==> config.mk <==
export PLATFORM = sky130hd
export DESIGN_NAME = knob_window_to_attenuation_top
export DESIGN_NICKNAME = d
export VERILOG_FILES = /design/src/rtl/kwa_pkg.sv /design/src/rtl/knob_window_to_attenuation_top.sv
export SDC_FILE = /design/constraint.sdc
export NUM_CORES = 1
export LEC_CHECK = 0
export BUFFER_PORTS_ARGS = -buffer_cell sky130_fd_sc_hd__buf_2
export CAP_MARGIN = 0
export CORE_UTILIZATION = 45
export DETAILED_ROUTE_END_ITERATION = 8
export PLACE_DENSITY = 0.71
export RECOVER_POWER = 100
export SYNTH_ARGS = -nofsm -noshare
export SYNTH_HDL_FRONTEND = slang
export SYNTH_SLANG_ARGS = --single-unit
==> constraint.sdc <==
create_clock -name clk -period 13.1 [get_ports clk]
set_input_delay 0.655 -clock clk [delete_from_list [all_inputs] [get_ports clk]]
set_output_delay 0.655 -clock clk [all_outputs]
set_load 0.01 [all_outputs]
==> src/rtl/kwa_pkg.sv <==
// Shared widths, band limits and codes for the knob window attenuation block.
`default_nettype none

package kwa_pkg;

  // Field widths.
  localparam int SAMPLE_W = 9;
  localparam int CODE_W   = 8;
  localparam int TOTAL_W  = 14;

  // Default window length.
  localparam int WINDOW_LEN_DEF = 32;

  // Largest value that a sample and the reported total can hold.
  localparam int SAMPLE_MAX = 511;
  localparam logic [TOTAL_W-1:0] TOTAL_MAX = 14'h3FFF;

  // Band limits on the window total.
  localparam logic [TOTAL_W-1:0] TOP_LIMIT    = 14'h3FC0;
  localparam logic [TOTAL_W-1:0] CENTRE_HIGH  = 14'h2200;
  localparam logic [TOTAL_W-1:0] CENTRE_LOW   = 14'h1E00;
  localparam logic [TOTAL_W-1:0] BOTTOM_LIMIT = 14'h0040;

  // Fixed attenuation codes.
  localparam logic [CODE_W-1:0] CODE_LOUDEST = 8'h00;
  localparam logic [CODE_W-1:0] CODE_CENTRE  = 8'h0C;
  localparam logic [CODE_W-1:0] CODE_MUTE    = 8'hFF;
  localparam logic [CODE_W-1:0] TAPER_BASE   = 8'd13;

endpackage

`default_nettype wire

==> src/rtl/knob_window_to_attenuation_top.sv <==
// Knob sample window: ring memory, running total and attenuation code mapping.
// A result in the fixed bands passes through S_READ, S_MAP1 and S_DONE; the taper band adds S_MAP2 to S_MAP4.
// One item at a time: in_ready is high only in S_IDLE, so a new beat waits until the result has left
// S_DONE, and a stalled result holds the block in S_DONE.
// Reset (rst, synchronous) clears the state, the pointer, the total and every ring valid bit,
// so that unwritten ring entries read as zero; the block accepts beats in the next cycle.
`default_nettype none

module knob_window_to_attenuation_top #(
  parameter int WINDOW_LEN = kwa_pkg::WINDOW_LEN_DEF
) (
  input  wire logic                         clk,
  input  wire logic                         rst,
  input  wire logic                         in_valid,
  output logic                              in_ready,
  input  wire logic [kwa_pkg::SAMPLE_W-1:0] knob_sample,
  output logic                              out_valid,
  input  wire logic                         out_ready,
  output logic [kwa_pkg::CODE_W-1:0]        atten_code,
  output logic [kwa_pkg::TOTAL_W-1:0]       window_total
);

  localparam int PTR_W   = $clog2(WINDOW_LEN);
  localparam int RAW_W   = $clog2(WINDOW_LEN * kwa_pkg::SAMPLE_MAX + 1);
  localparam int ACC_W   = (RAW_W > kwa_pkg::TOTAL_W) ? RAW_W : kwa_pkg::TOTAL_W;
  localparam int UP_SPAN = 7616;  // TOP_LIMIT - CENTRE_HIGH

  // Sequencer states.
  localparam logic [2:0] S_IDLE = 3'd0;
  localparam logic [2:0] S_READ = 3'd1;
  localparam logic [2:0] S_MAP1 = 3'd2;
  localparam logic [2:0] S_MAP2 = 3'd3;
  localparam logic [2:0] S_MAP3 = 3'd4;
  localparam logic [2:0] S_MAP4 = 3'd5;
  localparam logic [2:0] S_DONE = 3'd6;

  logic [2:0]                      state;
  logic [PTR_W-1:0]                ptr;
  logic [WINDOW_LEN-1:0]           filled;
  logic [ACC_W-1:0]                total;
  logic [kwa_pkg::SAMPLE_W-1:0]    sample;
  logic [kwa_pkg::SAMPLE_W-1:0]    rdata;
  logic [kwa_pkg::TOTAL_W-1:0]     sat_total;
  logic [kwa_pkg::CODE_W-1:0]      code;
  logic [8:0]                      d;
  logic [17:0]                     sq;
  logic [13:0]                     t;

  logic [kwa_pkg::SAMPLE_W-1:0]    ring [WINDOW_LEN];

  logic                            in_beat;
  logic                            out_free;
  logic [kwa_pkg::SAMPLE_W-1:0]    old_sample;
  logic [ACC_W-1:0]                total_next;
  logic [kwa_pkg::TOTAL_W-1:0]     sat_next;
  logic [12:0]                     low_gap;
  logic [15:0]                     low_gap_x5;
  logic [12:0]                     high_gap;
  logic [16:0]                     high_gap_x12;
  logic [3:0]                      up_code;
  logic [17:0]                     sq_next;
  logic [23:0]                     sq_x125;
  logic [13:0]                     t_next;
  logic [26:0]                     t_recip;
  logic [kwa_pkg::CODE_W-1:0]      taper_code;

  assign in_ready = (state == S_IDLE);
  assign in_beat  = in_valid && in_ready;
  assign out_free = !out_valid || out_ready;

  // Ring memory: read of the oldest entry on the input beat, write-back in the cycle after it.
  // Only one item is in flight, so a read never overlaps a write to the same entry.
  always_ff @(posedge clk) begin
    if (in_beat) begin
      rdata <= ring[ptr];
    end
    if (state == S_READ) begin
      ring[ptr] <= sample;
    end
  end

  // New running total and its saturated copy.
  always_comb begin
    old_sample = filled[ptr] ? rdata : '0;
    total_next = total - ACC_W'(old_sample) + ACC_W'(sample);
    if (total_next > ACC_W'(kwa_pkg::TOTAL_MAX)) begin
      sat_next = kwa_pkg::TOTAL_MAX;
    end else begin
      sat_next = total_next[kwa_pkg::TOTAL_W-1:0];
    end
  end

  // Band arithmetic: taper distance and the linear code of the upper band.
  always_comb begin
    low_gap      = 13'(kwa_pkg::CENTRE_LOW - sat_total);
    low_gap_x5   = 16'(low_gap) * 16'd5;
    high_gap     = 13'(kwa_pkg::TOP_LIMIT - sat_total);
    high_gap_x12 = 17'(high_gap) * 17'd12;
    up_code      = '0;
    for (int k = 1; k <= 11; k++) begin
      if (high_gap_x12 >= 17'(UP_SPAN * k)) begin
        up_code = up_code + 4'd1;
      end
    end
  end

  // Taper chain: square, scale, then divide by 100 through a reciprocal.
  always_comb begin
    sq_next    = 18'(d) * 18'(d);
    sq_x125    = 24'(sq) * 24'd125;
    t_next     = 14'(sq_x125 >> 10) + 14'(d) * 14'd10;
    t_recip    = 27'(t) * 27'd5243;
    taper_code = 8'(t_recip >> 19) + kwa_pkg::TAPER_BASE;
  end

  // Sequencer and control state.
  always_ff @(posedge clk) begin
    if (rst) begin
      state     <= S_IDLE;
      ptr       <= '0;
      filled    <= '0;
      total     <= '0;
      out_valid <= 1'b0;
    end else begin
      if (state == S_DONE && out_free) begin
        out_valid <= 1'b1;
      end else if (out_ready) begin
        out_valid <= 1'b0;
      end
      case (state)
        S_IDLE: begin
          if (in_beat) begin
            state <= S_READ;
          end
        end
        S_READ: begin
          total       <= total_next;
          filled[ptr] <= 1'b1;
          if (ptr == PTR_W'(WINDOW_LEN - 1)) begin
            ptr <= '0;
          end else begin
            ptr <= ptr + 1'b1;
          end
          state <= S_MAP1;
        end
        S_MAP1: begin
          if (sat_total < kwa_pkg::BOTTOM_LIMIT || sat_total >= kwa_pkg::CENTRE_LOW) begin
            state <= S_DONE;
          end else begin
            state <= S_MAP2;
          end
        end
        S_MAP2: state <= S_MAP3;
        S_MAP3: state <= S_MAP4;
        S_MAP4: state <= S_DONE;
        S_DONE: begin
          if (out_free) begin
            state <= S_IDLE;
          end
        end
        default: state <= S_IDLE;
      endcase
    end
  end

  // Datapath registers.
  always_ff @(posedge clk) begin
    if (in_beat) begin
      sample <= knob_sample;
    end
    if (state == S_READ) begin
      sat_total <= sat_next;
    end
    if (state == S_MAP1) begin
      d <= 9'(low_gap_x5 >> 7);
      if (sat_total > kwa_pkg::TOP_LIMIT) begin
        code <= kwa_pkg::CODE_LOUDEST;
      end else if (sat_total < kwa_pkg::BOTTOM_LIMIT) begin
        code <= kwa_pkg::CODE_MUTE;
      end else if (sat_total > kwa_pkg::CENTRE_HIGH) begin
        code <= 8'(up_code);
      end else begin
        code <= kwa_pkg::CODE_CENTRE;
      end
    end
    if (state == S_MAP2) begin
      sq <= sq_next;
    end
    if (state == S_MAP3) begin
      t <= t_next;
    end
    if (state == S_MAP4) begin
      code <= taper_code;
    end
    if (state == S_DONE && out_free) begin
      atten_code   <= code;
      window_total <= sat_total;
    end
  end

endmodule

`default_nettype wire

==> out/qor.json, run 1 <==
{
  "initial_utilization": 0.456,
  "worst_setup_path_end_kind": "flip-flop",
  "die_y_um": 255,
  "std_cell_rows": 92,
  "synth-warning-count": 0,
  "syn_to_layout_area_delta_pct": 8.72,
  "netlist_area_um2": 28800,
  "grt_util_all_layers": 0.190,
  "post_placement_cell_area_um2": 29900,
  "grt_setup_unrepaired": "false",
  "timing.final.hold_violations": 0,
  "die_outline_area_um2": 65000,
  "ys_seq_elements": 445,
  "grt_pass1_wl_um": 96000,
  "critical-path-top-cell-by-count": "inv_1",
  "drv_slew": 479,
  "place.detailed.hpwl_um": 42700,
  "fin_area_um2": 31300,
  "path_delay_family": "simple AND/OR/NAND/NOR gates",
  "max_slew_margin": -1.36,
  "ctsRootBufferMaster": "clkbuf_16",
  "synth_enable_flop_cells": 390,
  "drcViolationCount": 0,
  "drt_first_pass_iters": 5,
  "remaining_number_of_nets_flagged_by_the_antenna_check_after_routing": 0,
  "clkSlewWorstSetupHoldPaths_ns": 0.06,
  "clock_skew_ns": 0.0500,
  "netlist-cell-type-count": 100,
  "routabilityCongestion": 0.890,
  "synth-async-reset-ratio": 0,
  "postSynthAreaPerCell_um2": 12.7,
  "cp.required_ns": 13.56,
  "timing.critical_path.arrival_ns": 11.25,
  "cts_made_buffers": 46,
  "syn-num-nets": 2719,
  "setup_tns_ns": 0,
  "vias_per_cell": 5.53,
  "first_global_vias": 18068,
  "layout_worst_path_cycle_share": 0.824,
  "syn-instance-count": 2267,
  "final.fill_count": 5494,
  "worstPathMaxFanout": 13,
  "synth_seq_area_share": 0.445,
  "layout_common_cells": "390 x edfxtp_1, 278 x inv_1, 273 x ha_1",
  "drive_above_1_share": 0.0909,
  "cts_htree_levels": 2,
  "crit_path_top_delay_cell": "nor4_1",
  "grt_start_max_net_pins": 58,
  "clock_insertion_delay_worst_skew_ns": 0.62,
  "number_of_antenna_violations_at_the_first_check_in_global_routing": 0,
  "tritoncts": "built",
  "cts_setup_buffers": 0,
  "place.port_buffers": 36,
  "cts_sinks": 445,
  "drc_marker_count_from_the_first_detailed_route_iteration": 1258,
  "post_cts_resized": 0,
  "status": "finished with violations",
  "core_um2": 63100,
  "ioPinCount": 37,
  "finalWirelength_um": 59700,
  "dominantRegCellSynth": "edfxtp_1",
  "setup_viol_count_final": 0,
  "layout_commonest_cell": "edfxtp_1",
  "clock_path_buffers": 3,
  "ws_path_type": "flip-flop to flip-flop",
  "crit_path_start_kind": "flip-flop",
  "post_cts_hold_buffer_count": 0,
  "worstMarginPinSlew_ns": 3.53,
  "clock.fmax_ghz": 0.0927,
  "ff2ff_path_depth": 43,
  "whs_ns": 0.222,
  "number_of_antenna_repair_diodes": 0,
  "worst-r2r-setup-slack_ns": 2.31,
  "crit_buf_inv": 8,
  "post-place-cells": 3105,
  "global_route.overflow_total": 0,
  "critPathMaxStageDelay_ns": 1.44,
  "min_path_type": "input port to flip-flop",
  "net_count_final": 2759,
  "critical_path_depth": 43,
  "final-instance-count-excl-fill": 3190,
  "failed_checks": "capacitance limit, slew limit",
  "drv.max_cap_violation_count": 15,
  "worstHoldPathCells": 1,
  "avgRoutedWirePerCell_um": 18.7,
  "final_period_minus_worst_setup_slack_ns": 10.79,
  "detailroute.via_count": 17632,
  "die_x_um": 255
}
-- worst register-to-register path: cells and delay by family (launching register included) --
kind | cells | cell delay [ns]
simple gates | 14 | 4.51
compound gates | 14 | 3.04
fa+ha+maj | 5 | 1.56
buf+inv | 8 | 0.84
flops | 1 | 0.51
xor+xnor | 1 | 0.17
mux | 1 | 0.06
-- final timing paths --
path,startpoint,to
min reg2reg,code[0]$_DFFE_PP_,atten_code[0]$_DFFE_PP_
max reg2reg,sat_total[2]$_SDFFCE_PN1P_,code[3]$_DFFE_PP_
max,sat_total[2]$_SDFFCE_PN1P_,code[3]$_DFFE_PP_
min,knob_sample[6],sample[6]$_DFFE_PP_
-- layout make-up --
type | instances | area, um^2 | share of cell area
timing repair buffer | 61 | 270 | 0.00864
multi-input combinational | 1474 | 14600 | 0.466
sequential | 445 | 12800 | 0.410
clock buffer | 58 | 1250 | 0.0398
clock inverter | 27 | 263 | 0.00840
tap | 846 | 1060 | 0.0338
inverter | 279 | 1050 | 0.0337
-- metal layers --
layer | global-route usage | part of all wire
met5 | 0 | 0
met3 | 0.0296 | 0.045
met2 | 0.332 | 0.51
met4 | 0.0712 | 0.032
met1 | 0.236 | 0.41
-- cells in the mapped netlist (10+ instances only) --
| cell | count | area, um^2 |
|---|---|---|
| ha_1 | 273 | 3420 |
| mux4_2 | 80 | 1800 |
| nand2b_1 | 13 | 81.3 |
| nor2_1 | 158 | 593 |
| dfxtp_1 | 55 | 1100 |
| o21ai_0 | 31 | 155 |
| inv_1 | 278 | 1040 |
| a21oi_1 | 99 | 495 |
| and2_1 | 47 | 294 |
| nand2_1 | 95 | 357 |
| a21o_1 | 31 | 233 |
| a22oi_1 | 32 | 240 |
| clkbuf_1 | 47 | 176 |
| nor2b_1 | 17 | 106 |
| nand4_1 | 16 | 100 |
| o21bai_1 | 25 | 188 |
| o21a_1 | 13 | 97.6 |
| mux2i_1 | 10 | 100 |
| o211ai_1 | 13 | 97.6 |
| nand3_1 | 24 | 120 |
| edfxtp_1 | 390 | 11700 |
| nor3_1 | 36 | 180 |
| fa_1 | 166 | 3320 |
| buf_1 | 11 | 41.3 |
| a211oi_1 | 13 | 97.6 |
| xor2_1 | 31 | 272 |
| xnor2_1 | 86 | 753 |
| a32oi_1 | 11 | 96.3 |
-- state kept, by name, summed over array words and instances, names as in the netlist --
name,count
ring,288
ptr,5
rdata,9
out_valid,1
d,9
sat_total,14
code,8
window_total,14
atten_code,8
t,14
state,3
sample,9
total,14
sq,17
filled,32
-- cells by family after synthesis --
logic type	count (synthesis)	share of synthesized area
simple gates	463	0.0796
flops	445	0.445
fa+ha+maj	440	0.235
compound gates	355	0.0875
buf+inv	348	0.0474
xor+xnor	120	0.0375
mux	95	0.0680
other cells	1	0.000130
-- metrics by stage --
stage	util	setup WS [ns]
6_report	0.496	2.31
5_1_grt	0.496	1.34
4_1_cts	0.498	3.61
3_5_place_dp	0.474	3.67
3_3_place_gp	0.474	3.94
2_1_floorplan	-	5.08
Power of run 1 is not shown: default switching activity piles up to over one toggle a cycle in this logic, so the estimate is an artifact.
==> run 2, diff against run 1 <==
- PLACE_DENSITY: 0.71 -> 0.73
- clock period: 13.1 -> 9 ns (I/O delays scaled with it)
==> run 2 against run 1 <==
  * The run still ends with capacitance limit, slew limit left
  * Global-route usage is 0.35 points higher
  * Sequential share of layout area shrank 0.54 points
  * Design area increased by 1.3%
  * Die area is the same
  * Clock skew decreased by 0.0014 ns
  * Utilization grew 0.66 points
  * Worst hold slack lost 0.11 ns
  * Critical path type unchanged
  * Largest cell class unchanged
  * Highest routed layer unchanged
==> out/qor.json, run 2 (synthesis results as in run 1) <==
{
  "status": {"value": "finished with violations", "change": "unchanged"},
  "failed_checks": {"value": "capacitance limit, slew limit", "change": "unchanged"},
  "layout_worst_path_cycle_share": {"value": 0.933, "change": "was 0.824"},
  "tritoncts": {"value": "built", "change": "unchanged"},
  "setup_tns": {"value": 0, "unit": "ns", "change": "unchanged"},
  "drv_slew": {"value": 313, "change": "was 479"},
  "finalWirelength": {"value": 61300, "unit": "um", "change": "was 59700 um"},
  "clock.fmax": {"value": 0.119, "unit": "GHz", "change": "was 0.0927 GHz"},
  "avgRoutedWirePerCell": {"value": 19.0, "unit": "um", "change": "was 18.7 um"},
  "drc_marker_count_from_the_first_detailed_route_iteration": {"value": 1185, "change": "was 1258"},
  "first_global_vias": {"value": 18138, "change": "was 18068"},
  "top_regs": {"value": "ring: 288 flops, filled: 32 flops, sq: 17 flops", "change": "unchanged"},
  "layout.area.seq": {"value": 12800, "unit": "um^2", "change": "unchanged"},
  "crit_path_top_delay_cell": {"value": "or4_4", "change": "was nor4_1"},
  "worstMarginPinSlew": {"value": 2.54, "unit": "ns", "change": "was 3.53 ns"},
  "crit_path_start_kind": {"value": "flip-flop", "change": "unchanged"},
  "area_taken_by_multi_input_logic_gates": {"value": 14700, "unit": "um^2", "change": "was 14600 um^2"},
  "place.detailed.hpwl": {"value": 43900, "unit": "um", "change": "was 42700 um"},
  "cp.required": {"value": 9.45, "unit": "ns", "change": "was 13.56 ns"},
  "routabilityCongestion": {"value": 0.897, "change": "was 0.890"},
  "grt_start_max_net_pins": {"value": 56, "change": "was 58"},
  "cts_sinks": {"value": 445, "change": "unchanged"},
  "min_path_type": {"value": "input port to flip-flop", "change": "unchanged"},
  "max_slew_margin": {"value": -0.698, "change": "was -1.36"},
  "postLayoutSetupSlackWorst": {"value": 0.601, "unit": "ns", "change": "was 2.31 ns"},
  "top_register": {"value": "ring", "change": "unchanged"},
  "remaining_number_of_nets_flagged_by_the_antenna_check_after_routing": {"value": 0, "change": "unchanged"},
  "die_x": {"value": 255, "unit": "um", "change": "unchanged"},
  "grt_pass1_wl": {"value": 97700, "unit": "um", "change": "was 96000 um"},
  "final.fill_count": {"value": 5393, "change": "was 5494"},
  "vias_per_cell": {"value": 5.51, "change": "was 5.53"},
  "ctsRootBufferMaster": {"value": "clkbuf_16", "change": "unchanged"},
  "syn_to_layout_area_delta": {"value": 10.2, "unit": "%", "change": "was 8.72%"},
  "post-place-cells": {"value": 3119, "change": "was 3105"},
  "setup_viol_count_final": {"value": 0, "change": "unchanged"},
  "clkSlewWorstSetupHoldPaths": {"value": 0.06, "unit": "ns", "change": "about the same"},
  "grt_setup_unrepaired": {"value": "false", "change": "unchanged"},
  "drive_above_1_share": {"value": 0.103, "change": "was 0.0909"},
  "critPathMaxStageDelay": {"value": 0.68, "unit": "ns", "change": "was 1.44 ns"},
  "layout_commonest_cell": {"value": "edfxtp_1", "change": "unchanged"},
  "clock_path_buffers": {"value": 3, "change": "unchanged"},
  "ioPinCount": {"value": 37, "change": "unchanged"},
  "cts_made_buffers": {"value": 47, "change": "was 46"},
  "largest_register_ffs": {"value": 288, "change": "unchanged"},
  "layout_common_cells": {"value": "390 x edfxtp_1, 278 x inv_1, 272 x ha_1", "change": "was 390 x edfxtp_1, 278 x inv_1, 273 x ha_1"},
  "final_period_minus_worst_setup_slack": {"value": 8.40, "unit": "ns", "change": "was 10.79 ns"},
  "worst_setup_path_end_kind": {"value": "flip-flop", "change": "unchanged"},
  "die_outline_area": {"value": 65000, "unit": "um^2", "change": "unchanged"},
  "ws_path_type": {"value": "flip-flop to flip-flop", "change": "unchanged"},
  "global_route.overflow_total": {"value": 0, "change": "unchanged"},
  "clock_insertion_delay_worst_skew": {"value": 0.63, "unit": "ns", "change": "was 0.62 ns"},
  "drcViolationCount": {"value": 0, "change": "unchanged"},
  "worst-r2r-setup-slack": {"value": 0.60, "unit": "ns", "change": "was 2.31 ns"},
  "number_of_antenna_violations_at_the_first_check_in_global_routing": {"value": 1, "change": "was 0"},
  "worstPathMaxFanout": {"value": 12, "change": "was 13"},
  "std_cell_rows": {"value": 92, "change": "unchanged"},
  "drv.max_cap_violation_count": {"value": 10, "change": "was 15"},
  "drt_first_pass_iters": {"value": 5, "change": "unchanged"},
  "initial_utilization": {"value": 0.456, "change": "unchanged"},
  "timing.final.hold_violations": {"value": 0, "change": "unchanged"},
  "clock_skew": {"value": 0.0486, "unit": "ns", "change": "was 0.0500 ns"},
  "place_worst_setup_slack": {"value": 0.230, "unit": "ns", "change": "was 3.67 ns"},
  "final-instance-count-excl-fill": {"value": 3225, "change": "was 3190"},
  "cts_htree_levels": {"value": 2, "change": "unchanged"},
  "place.port_buffers": {"value": 36, "change": "unchanged"},
  "die_y": {"value": 255, "unit": "um", "change": "unchanged"},
  "net_count_final": {"value": 2791, "change": "was 2759"},
  "detailroute.via_count": {"value": 17755, "change": "was 17632"},
  "core": {"value": 63100, "unit": "um^2", "change": "unchanged"},
  "timing.critical_path.arrival": {"value": 8.85, "unit": "ns", "change": "was 11.25 ns"},
  "grt_util_all_layers": {"value": 0.193, "change": "was 0.190"}
}
run 2: changes by cell type in the layout (fill, tap and decap cells not counted), moves of 2 or more:
cell           previous run  this run
buf_4                     7        27
dlygate4sd3_1             0         8
clkbuf_1                 49        56
clkbuf_8                  5         0
bufinv_16                 2         5
nor2_1                  158       155
nor4_1                    7         4
a21oi_1                  99        97
a21oi_2                   0         2
buf_2                    12        10
clkinv_2                  7         9
nor2_2                    1         3
nor4_4                    1         3
run 2: metal layers:
metal	vias to the layer above	share of wire	GRT usage
met5	-	0	0
met2	400	0.51	0.337
met4	0	0.029	0.0643
met1	8926	0.42	0.246
li1	8321	-	-
met3	108	0.046	0.0285
run 2: worst paths after layout:
kind / cells after the start / startpoint / to
setup reg to reg: 40 / sat_total[2]$_SDFFCE_PN1P_ / code[3]$_DFFE_PP_
hold / removal: 1 / knob_sample[5] / sample[5]$_DFFE_PP_
hold reg to reg: 0 / code[5]$_DFFE_PP_ / atten_code[5]$_DFFE_PP_
setup / recovery: 40 / sat_total[2]$_SDFFCE_PN1P_ / code[3]$_DFFE_PP_
run 2: cell type report:
class	instances	share of cell area
inverters	279	0.0333
flip-flops and latches	445	0.404
repair buffers	92	0.0166
clock buffers	57	0.0383
well taps	846	0.0334
diodes	1	0.0000789
multi-input cells	1474	0.463
clock inverters	31	0.0109
run 2: worst max-delay path: cells and delay by family, from the launching register on:
family | cells | cell delay, ns
multiplexers | 1 | 0.07
flip-flops | 1 | 0.46
AND/OR/NAND/NOR | 15 | 3.20
buffers and inverters | 4 | 0.37
AO/OA/AOI/OAI | 14 | 2.78
adder cells (fa/ha/maj) | 5 | 1.27
XOR/XNOR | 1 | 0.14
run 2: stage by stage:
step,cell area [um^2],util,hold WS [ns]
floorplan,28800,-,0.400
global placement,30000,0.476,0.406
detailed placement,30000,0.476,0.406
CTS,31700,0.502,0.0452
global route,31700,0.503,0.0996
finish,31700,0.503,0.108
run 2: what timing repair did:
item                                   4_1_cts  5_1_grt
buffers inserted                             0        9
setup endpoints to repair                    0        3
hold buffers                                 8        0
endpoints found under the hold margin        8        0
resized for setup                            0       16
Power of run 2 is left out for the same reason.
==> run 3, diff against run 2 <==
- PLACE_DENSITY: 0.73 -> default
==> run 3 against run 2 <==
  * Via count shrank 0.59%
  * Routed wire length grew 1.2%
  * Register-to-register slack lost 0.10 ns
  * Final cell count shrank 0.16%
  * Non-clock buffer count shrank 8
  * Largest cell class unchanged
  * Global-route usage grew 0.43 points
  * Maximum frequency shrank 1.2%
  * Utilization grew 0.53 points
  * The flow now finishes without violations
  * Critical endpoint unchanged
==> out/qor.json, run 3 (synthesis results as in run 1) <==
{
  "vias_per_cell": {"value": 5.48, "change": "was 5.51"},
  "whs": {"value": 0.0311, "unit": "ns", "change": "was 0.108 ns"},
  "layout_common_cells": {"value": "390 x edfxtp_1, 278 x inv_1, 270 x ha_1", "change": "was 390 x edfxtp_1, 278 x inv_1, 272 x ha_1"},
  "avgRoutedWirePerCell": {"value": 19.3, "unit": "um", "change": "was 19.0 um"},
  "drv_slew": {"value": 0, "change": "was 313"},
  "largest_register_ffs": {"value": 288, "change": "unchanged"},
  "cp.required": {"value": 9.45, "unit": "ns", "change": "about the same"},
  "critical-path-top-cell-by-count": "ha_1",
  "finalWirelength": {"value": 62100, "unit": "um", "change": "was 61300 um"},
  "core": {"value": 63100, "unit": "um^2", "change": "unchanged"},
  "grt_start_max_net_pins": {"value": 56, "change": "unchanged"},
  "number_of_antenna_repair_diodes": {"value": 0, "change": "was 1"},
  "worstPathMaxFanout": {"value": 12, "change": "unchanged"},
  "global_route.overflow_total": {"value": 0, "change": "unchanged"},
  "setup_viol_count_final": {"value": 0, "change": "unchanged"},
  "routabilityCongestion": {"value": 0.848, "change": "was 0.897"},
  "place.detailed.hpwl": {"value": 45000, "unit": "um", "change": "was 43900 um"},
  "cts_sinks": {"value": 445, "change": "unchanged"},
  "fin_area": {"value": 32000, "unit": "um^2", "change": "was 31700 um^2"},
  "place.port_buffers": {"value": 36, "change": "unchanged"},
  "cts_made_buffers": {"value": 49, "change": "was 47"},
  "top_regs": {"value": "ring: 288 flops, filled: 32 flops, sq: 17 flops", "change": "unchanged"},
  "remaining_number_of_nets_flagged_by_the_antenna_check_after_routing": {"value": 0, "change": "unchanged"},
  "crit_path_end": {"value": "code[3]$_DFFE_PP_", "change": "unchanged"},
  "worst_setup_path_end_kind": {"value": "flip-flop", "change": "unchanged"},
  "timing.final.hold_violations": {"value": 0, "change": "unchanged"},
  "net_count_final": {"value": 2785, "change": "was 2791"},
  "worstMarginPinSlew": {"value": 1.29, "unit": "ns", "change": "was 2.54 ns"},
  "clock_skew": {"value": 0.0213, "unit": "ns", "change": "was 0.0486 ns"},
  "die_x": {"value": 255, "unit": "um", "change": "unchanged"},
  "first_global_vias": {"value": 18196, "change": "was 18138"},
  "ctsRootBufferMaster": {"value": "clkbuf_16", "change": "unchanged"},
  "drive_above_1_share": {"value": 0.131, "change": "was 0.103"},
  "detailroute.via_count": {"value": 17651, "change": "was 17755"},
  "clkSlewWorstSetupHoldPaths": {"value": 0.06, "unit": "ns", "change": "about the same"},
  "critical_path_depth": {"value": 39, "change": "was 40"},
  "r2r_start": {"value": "sat_total[1]$_SDFFCE_PN1P_", "change": "was sat_total[2]$_SDFFCE_PN1P_"},
  "status": {"value": "complete, no violations", "change": "was finished with violations"},
  "drt_first_pass_iters": {"value": 5, "change": "unchanged"},
  "ioPinCount": {"value": 37, "change": "unchanged"},
  "initial_utilization": {"value": 0.456, "change": "unchanged"},
  "max_slew_margin": {"value": 0.128, "change": "was -0.698"},
  "clock.fmax": {"value": 0.118, "unit": "GHz", "change": "was 0.119 GHz"},
  "die_y": {"value": 255, "unit": "um", "change": "unchanged"},
  "ff2ff_path_depth": {"value": 39, "change": "was 40"},
  "critical_path.startpoint": {"value": "sat_total[1]$_SDFFCE_PN1P_", "change": "was sat_total[2]$_SDFFCE_PN1P_"},
  "number_of_antenna_violations_at_the_first_check_in_global_routing": {"value": 0, "change": "was 1"},
  "ws_path_type": {"value": "flip-flop to flip-flop", "change": "unchanged"},
  "final_period_minus_worst_setup_slack": {"value": 8.50, "unit": "ns", "change": "was 8.40 ns"},
  "syn_to_layout_area_delta": {"value": 11.3, "unit": "%", "change": "was 10.2%"},
  "post_placement_cell_area": {"value": 30000, "unit": "um^2", "change": "about the same"},
  "setup_tns": {"value": 0, "unit": "ns", "change": "unchanged"},
  "clock_path_buffers": {"value": 3, "change": "unchanged"},
  "min_path_type": {"value": "input port to flip-flop", "change": "unchanged"},
  "layout_worst_path_cycle_share": {"value": 0.944, "change": "was 0.933"},
  "cts_htree_levels": {"value": 2, "change": "unchanged"},
  "crit_path_start_kind": {"value": "flip-flop", "change": "unchanged"},
  "path_delay_family": {"value": "simple AND/OR/NAND/NOR gates", "change": "unchanged"},
  "timing.critical_path.arrival": {"value": 8.95, "unit": "ns", "change": "was 8.85 ns"},
  "drc_marker_count_from_the_first_detailed_route_iteration": {"value": 1182, "change": "was 1185"},
  "std_cell_rows": {"value": 92, "change": "unchanged"},
  "crit_buf_inv": {"value": 4, "change": "unchanged"},
  "drv.max_cap_violation_count": {"value": 0, "change": "was 10"},
  "grt_pass1_wl": {"value": 99300, "unit": "um", "change": "was 97700 um"},
  "critPathMaxStageDelay": {"value": 0.47, "unit": "ns", "change": "was 0.68 ns"},
  "clock_insertion_delay_worst_skew": {"value": 0.60, "unit": "ns", "change": "was 0.63 ns"},
  "die_outline_area": {"value": 65000, "unit": "um^2", "change": "unchanged"},
  "tritoncts": {"value": "built", "change": "unchanged"},
  "r2r_end": {"value": "code[3]$_DFFE_PP_", "change": "unchanged"},
  "layout_commonest_cell": {"value": "edfxtp_1", "change": "unchanged"},
  "drcViolationCount": {"value": 0, "change": "unchanged"},
  "top_register": {"value": "ring", "change": "unchanged"},
  "grt_util_all_layers": {"value": 0.197, "change": "was 0.193"},
  "crit_path_top_delay_cell": {"value": "or4_1", "change": "was or4_4"},
  "worst-r2r-setup-slack": {"value": 0.50, "unit": "ns", "change": "was 0.60 ns"}
}
-- run 3: area by class of cell --
cell class / instances / area (um^2)
repair buffers: 84 / 568
fillers: 5459 / 31000
clock buffers: 61 / 1340
well taps: 846 / 1060
multi-input cells: 1474 / 14700
flip-flops and latches: 445 / 12800
clock inverters: 31 / 450
inverters: 279 / 1050
-- run 3: worst min-delay path by stage --
| stage | from | cells past startpoint | end | slack, ns |
|---|---|---|---|---|
| final | knob_sample[8] | 1 | sample[8]$_DFFE_PP_ | 0.03 |
| after global placement | code[5]$_DFFE_PP_ | 0 | atten_code[5]$_DFFE_PP_ | 0.41 |
| after global routing | knob_sample[8] | 1 | sample[8]$_DFFE_PP_ | 0.009 |
| after detailed placement | code[7]$_DFFE_PP_ | 0 | atten_code[7]$_DFFE_PP_ | 0.41 |
| after CTS | knob_sample[8] | 1 | sample[8]$_DFFE_PP_ | 0.0009 |
| after floorplan | code[0]$_DFFE_PP_ | 0 | atten_code[0]$_DFFE_PP_ | 0.40 |
-- run 3: repair_timing --
item                       4_1_cts  5_1_grt
resized for setup                0       28
hold buffers                     6        0
setup endpoints to repair        0        3
hold endpoints to repair         6        0
setup buffers                    0        5
-- run 3: stage by stage --
stage,util,std cells,worst slack [ns]
finish,0.508,3220,0.501
CTS,0.505,3215,0.178
detailed placement,0.476,3117,0.216
global route,0.508,3220,-0.0529
global placement,0.476,3117,0.488
floorplan,-,2267,0.985
-- run 3: routing by layer --
layer,track usage,up-vias,wire length (um)
li1,-,8308,-
met1,0.254,8894,26700
met2,0.348,355,31400
met3,0.0221,94,2250
met4,0.0626,0,1750
met5,0,-,0
Power of run 3 is left out for the same reason.
